--- src/design/cscc_ram.sv ---
`default_nettype none

module cscc_ram #(
    parameter int WIDTH = 8,
    parameter int DEPTH = 64
) (
    input  wire logic                                        clk,
    input  wire logic                                        we,
    input  wire logic [((DEPTH > 1) ? $clog2(DEPTH) : 1)-1:0] waddr,
    input  wire logic [WIDTH-1:0]                            wdata,
    input  wire logic                                        re,
    input  wire logic [((DEPTH > 1) ? $clog2(DEPTH) : 1)-1:0] raddr,
    output logic      [WIDTH-1:0]                            rdata
);

    logic [WIDTH-1:0] mem [DEPTH];

    always_ff @(posedge clk)
    begin
        if (we)
        begin
            mem[waddr] <= wdata;
        end
        if (re)
        begin
            rdata <= mem[raddr];
        end
    end

endmodule

`default_nettype wire

--- config.mk ---
export PLATFORM = sky130hd
export DESIGN_NAME = cscc_ram
export DESIGN_NICKNAME = d
export VERILOG_FILES = /design/src/design/cscc_ram.sv
export SDC_FILE = /design/constraint.sdc
export NUM_CORES = 1
export LEC_CHECK = 0
export ABC_AREA = 0
export BUFFER_PORTS_ARGS = -buffer_cell sky130_fd_sc_hd__buf_4
export CAP_MARGIN = 20
export CORE_MARGIN = 2
export CORE_UTILIZATION = 25
export DETAILED_ROUTE_END_ITERATION = 7
export MAX_ROUTING_LAYER = met4
export PLACE_DENSITY_LB_ADDON = 0.12
export SLEW_MARGIN = 25
export SYNTH_ARGS = -nofsm -noshare
export SYNTH_HDL_FRONTEND = slang
export SYNTH_SLANG_ARGS = --single-unit
--- constraint.sdc ---
create_clock -name clk -period 4.1 [get_ports clk]
set_clock_uncertainty 0.2 [all_clocks]
set_input_delay 0.615 -clock clk [delete_from_list [all_inputs] [get_ports clk]]
set_output_delay 0.615 -clock clk [all_outputs]
set_load 0.02 [all_outputs]
**Word-level counts from Yosys, hierarchy flattened**

Memories as Yosys holds them, arrays and structs flattened. A register that Yosys moved wholly into a read port is not among the register bits.
Index checks and enable logic that the tools add are counted.

- Register bits: 0
- Bits in writable memories: 512
- Input port bits: 23
- Output and inout bits: 8
- Word-level logic and storage cells: 3
- Memories: 1

- Muxes and demuxes: 2

Memories:

| name | depth | bits a word | rd ports | clocked after memory_dff | wr ports | line | text |
|---|---|---|---|---|---|---|---|
| mem | 64 | 8 | 1 | 1 | 1 | 16 | `logic [WIDTH-1:0] mem [DEPTH];` |

Operator list:

| operator | number |
|---|---|
| $mux W1 | 2 |

**Depth between registers and ports, before layout**

Gate-level depths: netlist of run 1.

- Word-level depth: 2
- Gate-level depth with buffers: 9
- Depth with buffers taken out: 5

**Least setup slack after synthesis of run 1**

Ideal clock, no wire load.

- Kind: input to register
- From: in raddr[1] in the netlist's numbering
- To: reg rdata[3], read port of mem (data pin)
- Library setup time: 0.266 ns
- Arrival: 2.155 ns
- Required time: 3.634 ns
- Setup slack: 1.479 ns
- Stages on the path: 7
- Buffers on the path: 3
- Cell sequence: buf_4 > buf_2 > buf_2 > mux4_2 > mux4_2 > o21ai_1 > o41ai_1

RTL lines:

| item | line | text |
|---|---|---|
| start, declared | 12 | `input wire logic [((DEPTH > 1) ? $clog2(DEPTH) : 1)-1:0] raddr,` |
| end, declared | 13 | `output logic [WIDTH-1:0] rdata` |

==> results.py, run 1 <==
metrics = {
    "final_layout": {
        "multiInputGateArea_mm2": 0.004325,
        "syn_to_final_growth_pct": 17.39,
        "ff_latch_area_mm2": 0.01562,
        "final_design_area_no_fill_mm2": 0.02377,
        "insertedDiodeCount": 0,
        "fillerInstances": 7841,
        "layout-drive-gt1-share": 0.2875,
        "finalNetCount": 1074,
    },
    "place": {
        "io_buffer_count": 30,
        "gpl.final_weighted_congestion": 0.7113,
        "dpl_cell_area_mm2": 0.02208,
        "dp.final_hpwl_um": 32460,
    },
    "worst_setup_path": {
        "timing_worst_setup_path_type": "in2reg",
        "end_kind": "flip-flop",
        "critical_path.max_fanout": 43,
        "setup.reg_to_reg.worst_slack_ns": 1.63,
        "worstSetupStartpointType": "input port",
        "worst-endpoint-arrival_ns": 2.93,
        "worstPathRequired_ns": 4.24,
    },
    "clock_tree": {
        "insertion_delay_ns": 0.62,
        "h_tree_levels": 2,
        "cts_tree": "yes",
        "cts_clk_pin_slew_worst_paths_ns": 0.06,
        "clkSinkCount": 520,
        "cts_setup_buffers": 0,
        "clock-root-buffer": "clkbuf_16",
        "postCtsResizedCells": 0,
        "clock_tree.buffer_depth": 3,
        "cts.hold.buffers_added": 0,
        "cts_buffers": 57,
    },
    "timing": {
        "worst-slew-pin-transition_ns": 0.9800,
        "timing.final.setup_violations": 0,
        "worst_hold_slack_ns": 0.1202,
        "finalWorstPathRequiredPeriod_ns": 2.792,
        "final_count_of_pins_violating_max_slew": 0,
        "max_freq_ghz": 0.3582,
        "grt_setup_unrepaired": "false",
        "finalHoldViolCount": 0,
        "finalCritPeriodShare": 0.6809,
        "worst_slew_margin_relative_to_its_limit": 0.3443,
        "tns_ns": 0,
    },
    "floorplan": {
        "area_enclosed_by_the_die_boundary_mm2": 0.08328,
        "floorplan.initialDensity": 0.2518,
        "floorplan.rows": 104,
        "design.core.area_mm2": 0.08042,
        "die_x_um": 288.6,
        "die_height_um": 288.6,
        "pin_count": 31,
    },
    "global_route": {
        "grt_overflow": 0,
        "grt_pass1_vias": 10051,
        "grt_first_pass_wirelength_um": 77220,
        "global_route.usage.total": 0.1344,
        "grt_antenna_before_repair": 0,
        "grt_start_max_net_pins": 65,
    },
    "run": {
        "cap_violations": 0,
    },
    "drt": {
        "via_per_inst": 4.436,
        "detail_route.drc_violations": 0,
        "ant_nets": 0,
        "detail_route.wirelength_um": 53550,
        "drt_first_iter_violations": 671,
        "drt-pass1-iter-count": 4,
        "post_drt_wl_per_cell_um": 24.88,
        "route.vias.total": 9546,
    },
    "yosys": {
        "yosys_warnings": 0,
        "netlist_area_mm2": 0.02025,
        "synth_enable_flop_cells": 520,
        "fraction_of_registers_with_async_set_reset": 0,
        "synth_nets": 963,
        "postSynthRegisterBits": 520,
        "netlist_instances": 940,
        "ys_dominant_reg_cell": "edfxtp_1",
        "synth.avg_cell_area_um2": 21.54,
        "synth.distinct_cells": 39,
        "synth_sequential_area_ratio": 0.7712,
    },
    "hold_path": {
        "hp-class": "in2reg",
    },
    "power_and_ir_drop": {
        "power.total_mw": 11.25,
        "peakVddDrop_mv": 0.3151,
        "p_leak_nw": 7.328,
        "power_density_mw_per_mm2": 473.3,
    },
    "run_status": {
        "run_status": "completed",
    },
}
[cell usage in the layout, fill, tap and decap left out, types with 3 or more instances in the layout]
cell / n
edfxtp_1: 520
mux4_2: 126
buf_4: 99
nor2_1: 83
clkbuf_16: 58
mux2i_1: 23
nand2_1: 19
clkbuf_1: 17
clkinv_1: 15
nor2b_1: 14
mux2_2: 13
nand3_1: 13
o221ai_1: 8
o22ai_1: 8
nand2b_1: 7
clkinv_2: 7
a221oi_1: 6
nor3_1: 5
a211oi_1: 4
nand3b_1: 3
a21oi_1: 3
a22oi_1: 3
o2111ai_1: 3
o2bb2ai_1: 3
buf_12: 3
[worst paths after layout]
| check | to | startpoint | depth (start not counted) |
|---|---|---|---|
| max | rdata[1] | raddr[0] | 7 |
| min | rdata[6] | re | 1 |
| max reg2reg | rdata[4] | mem[28][4] | 5 |
| min reg2reg | rdata[7] | mem[0][7] | 4 |
[area by class of cell]
class,count,share of cell area
sequential,520,0.6570
multi-input combinational,369,0.1820
clock buffer,75,0.06375
tap,1060,0.05580
timing repair buffer,103,0.03443
clock inverter,25,0.007054
[cell usage after synthesis, types with 4 or more instances]
library cell | count | area [um2]
a211oi_1 | 4 | 30.03
a221oi_1 | 6 | 52.55
buf_1 | 4 | 15.01
buf_2 | 11 | 55.05
buf_4 | 13 | 97.59
buf_6 | 4 | 45.04
clkbuf_1 | 17 | 63.81
edfxtp_1 | 520 | 15610
mux2_2 | 13 | 146.4
mux2i_1 | 23 | 230.2
mux4_2 | 126 | 2838
nand2_1 | 19 | 71.32
nand2b_1 | 7 | 43.79
nand3_1 | 13 | 65.06
nor2_1 | 83 | 311.6
nor2b_1 | 14 | 87.58
nor3_1 | 7 | 35.03
o221ai_1 | 8 | 70.07
o22ai_1 | 8 | 50.05
[power by group]
part	internal, mW	leakage, nW	switching [mW]	total (mW)
combinational	0.213	1.82	0.368	0.582
sequential	5.90	4.69	0.0168	5.91
clock	2.69	0.821	2.06	4.75
[flip-flops by register name, summed over array words and instances (netlist names)]
signal	flops
mem	512
rdata	8
[routing by layer]
layer / global-route usage / wire [um] / up-vias
met4: 0.03286 / 959 / 0
li1: - / - / 4156
met1: 0.1864 / 25400 / 5140
met2: 0.2063 / 25090 / 181
met3: 0.02204 / 2097 / 69
met5: - / 0 / -
[cells by family (layout without fill, tap and decap cells)]
kind of cell / after synthesis / after routing / synth area share
flip-flops: 520 / 520 / 0.7712
multiplexers: 162 / 162 / 0.1588
buffers and inverters: 51 / 203 / 0.01563
AO/OA/AOI/OAI: 54 / 54 / 0.02064
AND/OR/NAND/NOR: 153 / 153 / 0.03374
[through the flow]
step,setup WS [ns],cells,util
global route,1.133,2152,0.2956
CTS,1.259,2152,0.2956
floorplan,1.479,940,-
finish,1.308,2152,0.2956
detailed placement,0.6089,2052,0.2746
global placement,0.5931,2052,0.2746
[critical path, stage by stage]
cell	delay (ns)
buf_8	0.39
buf_12	0.31
mux4_2	0.55
mux4_2	0.48
nor2_1	0.24
nor3_1	0.08
o2bb2ai_1	0.12
Power figures use the tool's default switching activity.
==> inputs of run 2 (changes only) <==
clock period = 2.42 ns   (was 4.1 ns; I/O delays follow)
==> run 2 against run 1 <==
Sequential cell count stayed put. Power rose by 71%. Combinational power increased by 98%. Utilization grew 1.2 points.
==> results.py, run 2 (same netlist as run 1, synthesis figures left out) <==
metrics = {
    "run_status": {
        "run_status": "completed",
    },
    "global_route": {
        "grt_first_pass_wirelength_um": 79990,
        "grt_start_max_net_pins": 65,
        "grt_overflow": 0,
        "grt_antenna_before_repair": 0,
        "grt_pass1_vias": 10593,
        "global_route.usage.total": 0.1406,
    },
    "timing": {
        "timing.final.setup_violations": 0,
        "finalCritPeriodShare": 0.9605,
        "max_freq_ghz": 0.4302,
        "finalWorstSetupSlack_ns": 0.09561,
        "worst-slew-pin-transition_ns": 0.7947,
        "grt_setup_unrepaired": "false",
        "worst_slew_margin_relative_to_its_limit": 0.4702,
        "final_count_of_pins_violating_max_slew": 0,
        "finalHoldViolCount": 0,
        "finalWorstPathRequiredPeriod_ns": 2.324,
    },
    "floorplan": {
        "floorplan.rows": 104,
        "pin_count": 31,
        "die_height_um": 288.6,
        "floorplan.initialDensity": 0.2518,
        "design.core.area_mm2": 0.08042,
        "die_x_um": 288.6,
        "area_enclosed_by_the_die_boundary_mm2": 0.08328,
    },
    "clock_tree": {
        "cts_tree": "yes",
        "h_tree_levels": 2,
        "insertion_delay_ns": 0.61,
        "clock_tree.buffer_depth": 3,
        "clock-root-buffer": "clkbuf_16",
        "clkSinkCount": 520,
        "cts_clk_pin_slew_worst_paths_ns": 0.06,
        "cts_buffers": 56,
    },
    "power_and_ir_drop": {
        "power_switching_share": 0.2163,
        "power.sequential.fraction": 0.522,
        "power_density_mw_per_mm2": 776.0,
        "clockPowerShare": 0.418,
        "net-switching-power_mw": 4.149,
        "peakVddDrop_mv": 0.5639,
        "p_leak_nw": 7.894,
        "comb_power_share": 0.060,
        "cell_internal_pwr_mw": 15.03,
    },
    "final_layout": {
        "largest_register_ff_count": 512,
        "final_cell_mix": "edfxtp_1 (520), buf_4 (181), mux4_2 (126)",
        "syn_to_final_growth_pct": 22.09,
        "layout-drive-gt1-share": 0.3470,
        "regMostFlops": "mem",
        "reg.largest.list": "mem (512), rdata (8)",
        "finalNetCount": 1173,
        "insertedDiodeCount": 0,
        "final_design_area_no_fill_mm2": 0.02472,
        "layout.cells.most_common": "edfxtp_1",
    },
    "worst_setup_path": {
        "critical_path.max_fanout": 1,
        "end_kind": "flip-flop",
        "worst-endpoint-arrival_ns": 2.46,
        "worstPathRequired_ns": 2.56,
        "worstSetupStartpointType": "flip-flop",
        "timing_worst_setup_path_type": "reg2reg",
    },
    "drt": {
        "detail_route.drc_violations": 0,
        "ant_nets": 0,
        "drt_first_iter_violations": 651,
        "post_drt_wl_per_cell_um": 24.82,
        "route.vias.total": 9916,
        "via_per_inst": 4.401,
        "drt-pass1-iter-count": 4,
        "detail_route.wirelength_um": 55910,
    },
    "run": {
        "cap_violations": 0,
    },
    "hold_path": {
        "hp-class": "in2reg",
    },
    "place": {
        "gpl.final_weighted_congestion": 0.7336,
        "placement.setup.worst_slack_ns": -0.5917,
        "dp.final_hpwl_um": 36500,
        "io_buffer_count": 30,
        "dpl_cell_area_mm2": 0.02297,
    },
}
-- run 2: final timing paths --
kind,from,end,slack [ns],cells past startpoint
min,wdata[1],mem[14][1],0.04,1
max reg2reg,mem[29][6],rdata[6],0.1,6
min reg2reg,mem[18][0],rdata[0],0.72,4
max,mem[29][6],rdata[6],0.1,6
-- run 2: area by class of cell --
| cell class | count | area [um2] |
|---|---|---|
| multi-input cells | 369 | 4320 |
| flip-flops and latches | 520 | 15620 |
| well taps | 1060 | 1326 |
| fillers | 7851 | 55700 |
| repair buffers | 203 | 1759 |
| clock buffers | 72 | 1504 |
| clock inverters | 29 | 195.2 |
-- run 2: through the flow --
step | TNS [ns] | total power, mW | hold slack, ns | std cells | util
4_1_cts | 0 | 19.47 | 0.006557 | 2253 | 0.3073
3_3_place_gp | -3.828 | 11.39 | 0.5300 | 2148 | 0.2856
6_report | 0 | 19.18 | 0.03747 | 2253 | 0.3074
2_1_floorplan | 0 | 10.74 | 0.2619 | 940 | -
5_1_grt | 0 | 19.88 | 0.03066 | 2253 | 0.3074
3_5_place_dp | -4.017 | 11.39 | 0.5210 | 2148 | 0.2856
-- run 2: power groups by stage --
stage	Combinational [mW]	Sequential (mW)	Clock [mW]
4_1_cts	1.19	10.0	8.26
3_5_place_dp	1.18	10.2	0
6_report	1.15	10.0	8.02
5_1_grt	1.24	10.0	8.62
2_1_floorplan	0.532	10.2	0
3_3_place_gp	1.18	10.2	0
-- run 2: per-layer routing --
metal / up-vias / track usage / part of all wire
met5: - / - / 0
met4: 0 / 0.03441 / 0.021
met3: 82 / 0.02283 / 0.037
met2: 168 / 0.2222 / 0.48
met1: 5308 / 0.1897 / 0.47
li1: 4358 / - / -
-- run 2: worst max-delay path, stage by stage (launching register included) --
cell	delay, ns
edfxtp_1	0.37
mux4_2	0.46
mux2_2	0.30
o221a_2	0.28
nor3_1	0.20
buf_4	0.16
o32ai_1	0.08
-- run 2: repair_timing --
item / in CTS / in global routing
resized for setup: 0 / 2
hold buffers: 4 / 0
setup buffers: 0 / 0
hold endpoints to repair: 62 / 0
endpoints found under the setup margin: 0 / 2
